$ cat src/hpfma_pkg.sv
package hpfma_pkg;

  typedef struct packed {
    logic [15:0] mul_a;
    logic [15:0] mul_b;
    logic [15:0] addend;
  } in_req_t;

  typedef struct packed {
    logic [15:0] result;
    logic        flag_inexact;
    logic        flag_overflow;
    logic        flag_underflow;
  } out_req_t;

  typedef enum logic [1:0] {
    RM_NEAREST = 2'd0,
    RM_ZERO    = 2'd1,
    RM_UP      = 2'd2,
    RM_DOWN    = 2'd3
  } rmode_t;

  localparam logic [15:0] INF_BITS   = 16'h7C00;
  localparam logic [15:0] NAN_BITS   = 16'h7C01;
  localparam logic [15:0] FRAC_MASK  = 16'h03FF;
  localparam logic [15:0] SIGN_BIT   = 16'h8000;
  localparam logic [15:0] MAG_MASK   = 16'h7FFF;
  localparam logic [15:0] MAX_FINITE = 16'h7BFF;
  localparam int          EXP_BIAS   = 15;

  // Aligned sum: fixed point with weight 2^-49 at bit 0, one bit below the lowest product bit.
  localparam int SUM_W = 82;

  // Stage 1 to stage 2: aligned signed operands and special-case decisions.
  typedef struct packed {
    logic              special;
    logic [15:0]       special_res;
    logic              sign_p;
    logic              sign_c;
    logic [SUM_W-1:0]  mag_p;
    logic [SUM_W-1:0]  mag_c;
    logic [1:0]        rm;
  } st1_t;

  // Stage 2 to stage 3: signed-magnitude sum.
  typedef struct packed {
    logic              special;
    logic [15:0]       special_res;
    logic              sign;
    logic [SUM_W-1:0]  mag;
    logic [1:0]        rm;
  } st2_t;

  // Stage 3 to stage 4: normalised significand with leading one at the top.
  typedef struct packed {
    logic              special;
    logic [15:0]       special_res;
    logic              sign;
    logic              zero;
    logic [SUM_W-1:0]  norm;
    logic signed [8:0] e;
    logic [1:0]        rm;
  } st3_t;

endpackage

$ cat src/hpfma_align.sv
module hpfma_align (
  input  logic              clk,
  input  logic              rst_n,
  input  logic              in_valid,
  input  hpfma_pkg::in_req_t in_data,
  input  logic [1:0]        rm,
  output logic              st_valid_r,
  output hpfma_pkg::st1_t   st_r
);
  import hpfma_pkg::*;

  logic [4:0]  ea, eb, ec;
  logic [9:0]  fa, fb, fc;
  logic        sp, sc, inf_p, zero_p, zero_c, nan_in;
  logic [10:0] ma, mb, mc;
  logic [21:0] mp;
  logic [6:0]  shp, shc;
  st1_t        st_nxt;

  always_comb begin
    ea = in_data.mul_a[14:10];
    eb = in_data.mul_b[14:10];
    ec = in_data.addend[14:10];
    fa = in_data.mul_a[9:0];
    fb = in_data.mul_b[9:0];
    fc = in_data.addend[9:0];
    sp = in_data.mul_a[15] ^ in_data.mul_b[15];
    sc = in_data.addend[15];
    inf_p  = (ea == 5'd31) || (eb == 5'd31);
    zero_p = ((in_data.mul_a & MAG_MASK) == 16'd0) || ((in_data.mul_b & MAG_MASK) == 16'd0);
    zero_c = (in_data.addend & MAG_MASK) == 16'd0;
    nan_in = (ea == 5'd31 && fa != 10'd0) || (eb == 5'd31 && fb != 10'd0) ||
             (ec == 5'd31 && fc != 10'd0);
    ma = {(ea != 5'd0), fa};
    mb = {(eb != 5'd0), fb};
    mc = {(ec != 5'd0), fc};
    mp = ma * mb;
    // Product lsb weight is 2^(ea'+eb'-50); bit 0 of the sum is 2^-49, one bit below the lowest product bit.
    shp = 7'((ea == 5'd0 ? 5'd1 : ea)) + 7'((eb == 5'd0 ? 5'd1 : eb)) - 7'd1;
    shc = 7'((ec == 5'd0 ? 5'd1 : ec)) + 7'd24;
    st_nxt.rm          = rm;
    st_nxt.sign_p      = sp;
    st_nxt.sign_c      = sc;
    st_nxt.mag_p       = SUM_W'(mp) << shp;
    st_nxt.mag_c       = zero_c ? '0 : (SUM_W'(mc) << shc);
    st_nxt.special     = 1'b1;
    st_nxt.special_res = NAN_BITS;
    if (nan_in) begin
      st_nxt.special_res = NAN_BITS;
    end else if (inf_p) begin
      if (zero_p || (ec == 5'd31 && sc != sp)) begin
        st_nxt.special_res = NAN_BITS;
      end else begin
        st_nxt.special_res = {sp, 15'h7C00};
      end
    end else if (ec == 5'd31) begin
      st_nxt.special_res = in_data.addend;
    end else if (zero_p) begin
      if (zero_c) begin
        st_nxt.special_res = {(sp == sc) ? sp : (rm == RM_DOWN), 15'd0};
      end else begin
        st_nxt.special_res = in_data.addend;
      end
    end else begin
      st_nxt.special = 1'b0;
    end
  end

  always_ff @(posedge clk) begin
    if (!rst_n) begin
      st_valid_r <= 1'b0;
    end else begin
      st_valid_r <= in_valid;
    end
    st_r <= st_nxt;
  end

endmodule

$ cat src/hpfma_add.sv
module hpfma_add (
  input  logic            clk,
  input  logic            rst_n,
  input  logic            st_valid,
  input  hpfma_pkg::st1_t st_in,
  output logic            add_valid_r,
  output hpfma_pkg::st2_t add_r,
  output logic            norm_valid_r,
  output hpfma_pkg::st3_t norm_r
);
  import hpfma_pkg::*;

  st2_t       add_nxt;
  st3_t       norm_nxt;
  logic [6:0] lz;

  always_comb begin
    add_nxt.special     = st_in.special;
    add_nxt.special_res = st_in.special_res;
    add_nxt.rm          = st_in.rm;
    if (st_in.sign_p == st_in.sign_c) begin
      add_nxt.mag  = st_in.mag_p + st_in.mag_c;
      add_nxt.sign = st_in.sign_p;
    end else if (st_in.mag_p >= st_in.mag_c) begin
      add_nxt.mag  = st_in.mag_p - st_in.mag_c;
      add_nxt.sign = st_in.sign_p;
    end else begin
      add_nxt.mag  = st_in.mag_c - st_in.mag_p;
      add_nxt.sign = st_in.sign_c;
    end
  end

  always_comb begin
    lz = 7'd0;
    for (int i = 0; i < SUM_W; i++) begin
      if (add_r.mag[i]) begin
        lz = 7'(SUM_W - 1 - i);
      end
    end
    norm_nxt.special     = add_r.special;
    norm_nxt.special_res = add_r.special_res;
    norm_nxt.sign        = add_r.sign;
    norm_nxt.rm          = add_r.rm;
    norm_nxt.zero        = add_r.mag == '0;
    norm_nxt.norm        = add_r.mag << lz;
    // Value of the leading one is 2^(SUM_W-1-lz-49).
    norm_nxt.e           = 9'(SUM_W - 50) - 9'(lz);
  end

  always_ff @(posedge clk) begin
    if (!rst_n) begin
      add_valid_r  <= 1'b0;
      norm_valid_r <= 1'b0;
    end else begin
      add_valid_r  <= st_valid;
      norm_valid_r <= add_valid_r;
    end
    add_r  <= add_nxt;
    norm_r <= norm_nxt;
  end

endmodule

$ cat src/hpfma_round.sv
module hpfma_round (
  input  logic                 clk,
  input  logic                 rst_n,
  input  logic                 norm_valid,
  input  hpfma_pkg::st3_t      norm_in,
  output logic                 out_strobe_r,
  output hpfma_pkg::out_req_t  out_r
);
  import hpfma_pkg::*;

  out_req_t    out_nxt;
  logic [4:0]  dsh;
  logic [SUM_W-1:0] den;
  logic [10:0] kept;
  logic [11:0] kinc;
  logic        g, st, inexact, inc, to_inf;
  logic signed [9:0] q;
  logic signed [9:0] field;

  always_comb begin
    // Results below 2^-14 keep fewer bits: shift right, folding lost bits into sticky.
    if (norm_in.e < -9'sd14) begin
      dsh = (norm_in.e < -9'sd26) ? 5'd12 : 5'(-9'sd14 - norm_in.e);
    end else begin
      dsh = 5'd0;
    end
    den  = norm_in.norm >> dsh;
    kept = den[SUM_W-1 -: 11];
    g    = den[SUM_W-12];
    st   = (den[SUM_W-13:0] != '0) || ((norm_in.norm & ~(den << dsh)) != '0);
    inexact = g | st;
    q = (norm_in.e < -9'sd14) ? -10'sd24 : 10'(norm_in.e) - 10'sd10;
    case (norm_in.rm)
      RM_NEAREST: inc = g & (st | kept[0]);
      RM_UP:      inc = inexact & ~norm_in.sign;
      RM_DOWN:    inc = inexact & norm_in.sign;
      default:    inc = 1'b0;
    endcase
    kinc = {1'b0, kept} + 12'(inc);
    if (kinc[11]) begin
      kinc = kinc >> 1;
      q = q + 10'sd1;
    end
    field = q + 10'sd25;
    to_inf = (norm_in.rm == RM_NEAREST) || (norm_in.rm == RM_UP && !norm_in.sign) ||
             (norm_in.rm == RM_DOWN && norm_in.sign);
    out_nxt = '0;
    if (norm_in.special) begin
      out_nxt.result = norm_in.special_res;
    end else if (norm_in.zero) begin
      out_nxt.result = {(norm_in.rm == RM_DOWN), 15'd0};
    end else if (kinc[10] && field >= 10'sd31) begin
      out_nxt.result = {norm_in.sign, to_inf ? INF_BITS[14:0] : MAX_FINITE[14:0]};
      out_nxt.flag_inexact  = 1'b1;
      out_nxt.flag_overflow = 1'b1;
    end else begin
      if (!kinc[10]) begin
        out_nxt.result = {norm_in.sign, 5'd0, kinc[9:0]};
      end else begin
        out_nxt.result = {norm_in.sign, field[4:0], kinc[9:0]};
      end
      out_nxt.flag_inexact   = inexact;
      out_nxt.flag_underflow = inexact && (norm_in.e < -9'sd14);
    end
  end

  always_ff @(posedge clk) begin
    if (!rst_n) begin
      out_strobe_r <= 1'b0;
    end else begin
      out_strobe_r <= norm_valid;
    end
    out_r <= out_nxt;
  end

  assert property (@(posedge clk) disable iff (!rst_n)
    out_strobe_r && out_r.flag_overflow |-> out_r.flag_inexact)
    else $error("overflow without inexact");
  assert property (@(posedge clk) disable iff (!rst_n)
    out_strobe_r && out_r.flag_underflow |-> out_r.flag_inexact)
    else $error("underflow without inexact");
  assert property (@(posedge clk) disable iff (!rst_n)
    out_strobe_r && out_r.flag_overflow |-> !out_r.flag_underflow)
    else $error("overflow and underflow together");

endmodule

$ cat src/half_precision_fused_multiply_add.sv
// Binary16 fused multiply-add: result = round(mul_a * mul_b + addend) with a single
// rounding in the mode held in the configuration register (write it only while idle).
// A request is taken on any cycle start is high; busy is never raised. Each result
// appears for one cycle with out_strobe, carrying inexact, overflow and underflow
// flags. The four register stages are operand alignment, wide add, normalisation
// and rounding. The receiver cannot stall, so nothing is held back.
module half_precision_fused_multiply_add (
  input  logic                 clk,
  input  logic                 rst_n,
  input  logic                 start,
  output logic                 busy,
  input  hpfma_pkg::in_req_t   in_req,
  output logic                 out_strobe,
  output hpfma_pkg::out_req_t  out_req,
  input  logic                 cfg_we,
  input  logic [1:0]           cfg_rounding_mode
);
  import hpfma_pkg::*;

  logic [1:0] rm_r;
  logic       s1_valid, s2_valid, s3_valid;
  st1_t       s1;
  st2_t       s2;
  st3_t       s3;

  always_ff @(posedge clk) begin
    if (!rst_n) begin
      rm_r <= RM_NEAREST;
    end else if (cfg_we) begin
      rm_r <= cfg_rounding_mode;
    end
  end

  assign busy = 1'b0;

  hpfma_align u_align (
    .clk, .rst_n, .in_valid(start), .in_data(in_req), .rm(rm_r),
    .st_valid_r(s1_valid), .st_r(s1)
  );

  hpfma_add u_add (
    .clk, .rst_n, .st_valid(s1_valid), .st_in(s1),
    .add_valid_r(s2_valid), .add_r(s2), .norm_valid_r(s3_valid), .norm_r(s3)
  );

  hpfma_round u_round (
    .clk, .rst_n, .norm_valid(s3_valid), .norm_in(s3),
    .out_strobe_r(out_strobe), .out_r(out_req)
  );

  assert property (@(posedge clk) disable iff (!rst_n)
    start |-> ##4 out_strobe)
    else $error("request lost in pipeline");

  assert property (@(posedge clk) disable iff (!rst_n)
    out_strobe |-> $past(s1_valid, 3))
    else $error("result without request");

  assert property (@(posedge clk) disable iff (!rst_n)
    s2_valid |-> $past(s1_valid))
    else $error("valid bit mismatch");

endmodule
$ cat config.mk
export PLATFORM = sky130hd
export DESIGN_NAME = half_precision_fused_multiply_add
export DESIGN_NICKNAME = d
export VERILOG_FILES = /design/src/hpfma_pkg.sv /design/src/hpfma_align.sv /design/src/hpfma_add.sv /design/src/hpfma_round.sv /design/src/half_precision_fused_multiply_add.sv
export SDC_FILE = /design/constraint.sdc
export NUM_CORES = 2
export LEC_CHECK = 0
export BUFFER_PORTS_ARGS = -buffer_cell sky130_fd_sc_hd__buf_2
export CAP_MARGIN = 20
export CORE_ASPECT_RATIO = 0.8
export CORE_MARGIN = 2
export CORE_UTILIZATION = 30
export DETAILED_ROUTE_END_ITERATION = 7
export GPL_ROUTABILITY_DRIVEN = 1
export SLEW_MARGIN = 30
export SYNTH_ARGS = -nofsm -noshare
export SYNTH_HDL_FRONTEND = slang
export SYNTH_SLANG_ARGS = --single-unit
export TNS_END_PERCENT = 30
$ cat constraint.sdc
create_clock -name clk -period 11 [get_ports clk]
set_clock_uncertainty 0.05 [all_clocks]
set_input_delay 1.1 -clock clk [delete_from_list [all_inputs] [get_ports clk]]
set_output_delay 1.1 -clock clk [all_outputs]
set_load 0.01 [all_outputs]
Word level (Yosys, flattened, before mapping)
Cells that the tools add are included.
{"block": "classes", "shifts": 5, "div": 0, "muxes": 106, "n_bitwise": 9, "n_lt_le_gt_ge": 4, "mul": 1, "n_addsub": 12, "eq_ne": 9, "n_reduce_logical": 36}
{"operator": "2-to-1 mux 7 bit", "count": 82}
{"operator": "2-to-1 mux 83 bit", "count": 2}
{"operator": "subtractor 82 bit", "count": 2}
{"operator": "2-to-1 mux 16 bit", "count": 8}
{"operator": "adder 82 bit", "count": 1}
{"operator": "AND 82 bit", "count": 1}
{"operator": "greater-or-equal comparator 82 bit", "count": 1}
{"operator": "logical NOT 82 bit", "count": 1}
{"operator": "NOT 82 bit", "count": 1}
{"operator": "nonzero test 82 bit", "count": 1}
{"operator": "left shift 11 x 7 -> 82 bit", "count": 1}
{"operator": "left shift 22 x 7 -> 82 bit", "count": 1}
{"operator": "left shift 82 x 5 -> 82 bit", "count": 1}
{"operator": "left shift 82 x 7 -> 82 bit", "count": 1}
{"operator": "right shift 82 x 5 -> 82 bit", "count": 1}
{"operator": "nonzero test 70 bit", "count": 1}
{"operator": "logical NOT 16 bit", "count": 3}
{"operator": "nonzero test 10 bit", "count": 3}
{"operator": "2-to-1 mux 5 bit", "count": 5}
{"operator": "multiplier 11 x 11 -> 22 bit", "count": 1}
{"operator": "2-to-1 mux 11 bit", "count": 2}
{"operator": "2-to-1 mux 10 bit", "count": 2}
{"operator": "== test 5 bit, second input constant", "count": 3}
{"operator": "logical NOT 5 bit", "count": 3}
{"operator": "other kinds (29)", "count": 54}
{"block": "word_totals", "rom_bits": 0, "latchBits": 0, "mem_count": 0, "ramBits": 0, "input_bits": 54, "regBits": 423}

Longest topological paths before layout
{"block": "logic_depth", "word_depth": 83, "ltp_mapped": 37, "mapped_depth_nobuf": 29}

Hierarchy
A second synthesis with hierarchy kept.
{"block": "hier_totals", "cells_unflattened": 6906, "area_unflattened_um2": 49277.3}
{"module": "hpfma_add", "area_per_inst_um2": 25709.7, "instances": 1, "seq_area_each_um2": 4304.1, "cells_each": 3585}
{"module": "hpfma_align", "area_per_inst_um2": 11790.1, "instances": 1, "seq_area_each_um2": 3563.4, "cells_each": 1357}
{"module": "hpfma_round", "area_per_inst_um2": 11693.7, "instances": 1, "seq_area_each_um2": 400.4, "cells_each": 1956}
{"module": "half_precision_fused_multiply_add", "area_per_inst_um2": 83.8, "instances": 1, "seq_area_each_um2": 40.0, "cells_each": 8}

Worst setup path before layout
Ideal clock, no wire load.
{"block": "synth_timing", "path_type": "input port to flip-flop", "startpoint": "input port in_req[26] (netlist name)", "endpoint": "register u_align.st_r[146] (netlist name)", "arrival_ps": 7195, "cell_stages": 22, "path_slack_ps": 3640, "setup_ps": 115, "path_cell_list": "nor3_1 > nand2_1 > clkbuf_1 > nand2_1 > fa_1 > fa_1 > fa_1 > inv_1 > fa_1 > fa_1 > ha_1 > a2111oi_0 > o31ai_1 > a211oi_1 > o21ai_1 > and2_1 > a311oi_1 > nor2_1 > or3_1 > o21ai_1 > o22ai_1 > and2_1"}
{"block": "synth_via", "elab_chain_cells": 5, "word_cells_on_any_way": 7, "cone_classes": "add/sub (2); mul (1); shift (1); mux (1); reduce/logical (2)"}
{"element": "start, declared", "line_no": "half_precision_fused_multiply_add.sv:12", "text": "input hpfma_pkg::in_req_t in_req,"}
{"element": "parallel branches: the longest is 4 deep, another holds multiplier 11 x 11 -> 22 bit"}
{"element": "left shift 22 x 7 -> 82 bit (*)", "line_no": "hpfma_align.sv:44", "text": "st_nxt.mag_p = SUM_W'(mp) << shp;"}
{"element": "end signal, assigned", "line_no": "hpfma_align.sv:75", "text": "st_r <= st_nxt;"}
{"element": "end, declared", "line_no": "hpfma_align.sv:8", "text": "output hpfma_pkg::st1_t st_r"}
Mark *: on every way between the ends.
A chain may end at the register's enable or synchronous reset.

==> results.sh <==
export IMPL_synth_top_family_by_area="compound AO/OA/AOI/OAI gates"
export IMPL_worstReg2RegStart="u_add.norm_r[9]"
export IMPL_synth_compound_area_share_pct=25.4
export IMPL_slowest_stage="nor3_4"
export IMPL_synthXorXnorAreaFrac_pct=2.53
export IMPL_path_delay_family="simple AND/OR/NAND/NOR gates"
export IMPL_yosys_warnings=0
export IMPL_synthDistinctLibCells=99
export IMPL_antenna_found_initial=18
export IMPL_dieWidth_um=436
export IMPL_leakage_uw=0.0206
export IMPL_crit_type="reg2reg"
export IMPL_clockBufferDepth=3
export IMPL_r2r_end="u_round.out_r[11]"
export IMPL_crit_path_start="u_add.norm_r[9]"
export IMPL_grt_overflow_total=0
export IMPL_fin_util_pct=33.0
export IMPL_synth_seq_cells=415
export IMPL_dieArea_sq_um=153000
export IMPL_required_ns=11.45
export IMPL_slew_headroom_pct=22.4
export IMPL_synth_async_reset_ratio_pct=0
export IMPL_final_common_cell="nor2_1"
export IMPL_drc_errors=0
export IMPL_routedWlPerCell_um=27.7
export IMPL_crit_path_frequent_cell="a2111oi_0"
export IMPL_period_share_pct=90.1
export IMPL_synth_simple_area_share_pct=20.2
export IMPL_grt_max_degree=65
export IMPL_cp_max_fo=50
export IMPL_critPathLaunchType="register"
export IMPL_cp_arrival_ns=10.36
export IMPL_yosys_area_top_type="dfxtp_1"
export IMPL_num_vias=48292
export IMPL_cts_made_buffers=48
export IMPL_critPathCaptureType="register"
export IMPL_nets=6324
export IMPL_routed_wl_mm=220
export IMPL_synthTopCellsByArea="dfxtp_1 19%, mux2i_1 11%, ha_1 8.5%, a21oi_1 6.6%, nor2_1 5.1%"
export IMPL_synthAdderAreaFrac_pct=12.2
export IMPL_ys_flop_type="dfxtp_1"
export IMPL_place_area_sq_um=47100
export IMPL_post_cts_resized=0
export IMPL_vias_per_cell=6.10
export IMPL_synthesis_area_sq_um=44800
export IMPL_dr_pass1_iters=8
export IMPL_vdd_drop_max_uv=274
export IMPL_period_minus_slack_ns=9.91
export IMPL_reg2reg_depth=28
export IMPL_place_gp_congestion=1.06
export IMPL_final_layout_size_suffix_gt1_share_pct=7.60
export IMPL_ctsHoldBuffers=0
export IMPL_cts_tree="yes"
export IMPL_finalSetupViolCount=0
export IMPL_grt_pass1_wl_mm=316
export IMPL_synthCells=6037
export IMPL_clock_latency_ns=0.69
export IMPL_track_usage_pct=27.6
export IMPL_detail_route_antenna_nets=0
export IMPL_report_final_slew_viol_count=0
export IMPL_cap_violations=0
export IMPL_cts_sink_count=415
export IMPL_cp_num_buf_inv=1
export IMPL_status="finished, final reports clean"
export IMPL_power_density_nw_per_um2=390
export IMPL_hold_violations=0
export IMPL_max_freq_mhz=101
export IMPL_synth_edf_count=0
export IMPL_hpwl_mm=180
export IMPL_port_buffers=73
export IMPL_synth_nets=6478
export IMPL_core_region_area_sq_um=148000
export IMPL_root_buffer="clkbuf_16"
export IMPL_worst_path_stages=28
export IMPL_synthMuxAreaShare_pct=14.6
export IMPL_h_tree_depth=2
export IMPL_final_area_sq_um=48900
export IMPL_r2r_slack_ns=1.09
export IMPL_grt_pass1_vias=44177
export IMPL_critPathCapture="u_round.out_r[11]"
export IMPL_dr_first_iter_drc_count=6737
export IMPL_ios=75
export IMPL_start_util_pct=30.3
export IMPL_hold_class="reg2reg"
export IMPL_yosys_area_top_type_share_pct=18.5
export IMPL_chipHeight_um=350
export IMPL_tightestPinTransition_ns=1.15
export IMPL_cts_clk_slew_worst_paths_ns=0.06
export IMPL_layout_common_cells="608 x nor2_1, 594 x a21oi_1, 551 x nand2_1, 498 x mux2i_1, 415 x dfxtp_1"
export IMPL_slowest_delay_ns=0.77
export IMPL_num_rows=126
export IMPL_post_cts_buffers=0
export IMPL_areaGrowthSynthToFinish_pct=8.99
export IMPL_yosysSeqAreaShare_pct=18.5
export IMPL_rsz0062_at_grt="no"
export IMPL_fin_tns_setup_ns=0
export IMPL_avgSynthCellArea_sq_um=7.42
-- cell usage after synthesis (25+ instances only) --
master,count
fa_1,84
a21oi_1,594
o22ai_1,57
buf_2,38
inv_1,397
a211oi_1,80
nor2_1,614
and2_1,102
xnor2_1,96
nor3_1,150
nand2b_1,42
nor2b_1,40
and3_1,40
nand2_1,552
o21ai_0,359
mux2_2,105
o21a_1,36
mux2i_1,498
xor2_1,31
o21bai_1,106
nor4_1,68
ha_1,303
o31ai_1,48
clkbuf_1,240
a2111oi_0,25
a31oi_1,53
a21o_1,60
dfxtp_1,415
nand4_1,85
nand3_1,137
or3_1,25
o211ai_1,63
a22oi_1,43
buf_1,61
-- how the worst min path moves through the flow --
stage	start	endpoint	slack, ns	depth (start not counted)
floorplan	u_align.st_r[0]	u_add.add_r[0]	0.26	0
global placement	u_add.add_r[95]	u_add.norm_r[105]	0.26	0
detailed placement	u_add.add_r[98]	u_add.norm_r[108]	0.26	0
CTS	u_add.add_r[96]	u_add.norm_r[106]	0.28	0
global route	u_add.add_r[100]	u_add.norm_r[110]	0.28	0
finish	u_add.add_r[85]	u_add.norm_r[95]	0.28	0
-- worst reg2reg max path: cells and delay by family (launching register included) --
family / cells / cell delay (ns)
mux: 4 / 1.40
compound gates: 9 / 2.88
buf+inv: 1 / 0.38
xor+xnor: 1 / 0.29
flops: 1 / 0.54
fa+ha+maj: 2 / 0.52
simple gates: 11 / 3.71
-- sequential cells by signal (all words and copies together) (netlist names) --
signal,count
u_align.st_r,177
u_add.norm_valid_r,1
rm_r,2
u_add.norm_r,111
u_add.add_r,102
u_round.out_strobe_r,1
u_add.add_valid_r,1
u_align.st_valid_r,1
u_round.out_r,19
-- power by group --
group | switching [uW] | total (uW) | internal (uW)
registers | 746 | 2770 | 2030
logic | 9940 | 14500 | 4570
clock network | 744 | 1770 | 1020
-- kinds of logic after synthesis --
logic type      Yosys count
compound gates         1791
xor+xnor                128
fa+ha+maj               388
buf+inv                 751
flops                   415
mux                     621
other cells               1
simple gates           1942
-- stage by stage --
step	setup WS (ns)	hold WS, ns	std cells	power (uW)
final	1.09	0.276	7919	19000
after global routing	0.634	0.280	7908	19900
after CTS	1.43	0.278	7906	18400
after detailed placement	1.48	0.262	7817	16600
after global placement	1.33	0.264	7817	16600
after floorplan	3.64	0.260	6037	11400
-- layout make-up --
class,instances,area (sq um)
clock buffers,58,1290
well taps,1984,2480
multi-input cells,4871,33800
fillers,16000,99000
flip-flops and latches,415,8310
clock inverters,31,434
diodes,13,32.5
inverters,400,1500
repair buffers,147,958
-- layer usage --
layer / GRT usage, % / share of wire (%) / wire, um / up-vias
li1: - / - / - / 21525
met1: 39.4 / 44 / 97600 / 23638
met2: 39.8 / 40 / 88800 / 2699
met3: 6.72 / 11 / 23900 / 416
met4: 9.67 / 4.2 / 9270 / 14
met5: 0 / 0.040 / 88 / -
(Power assumes the default switching activity.)
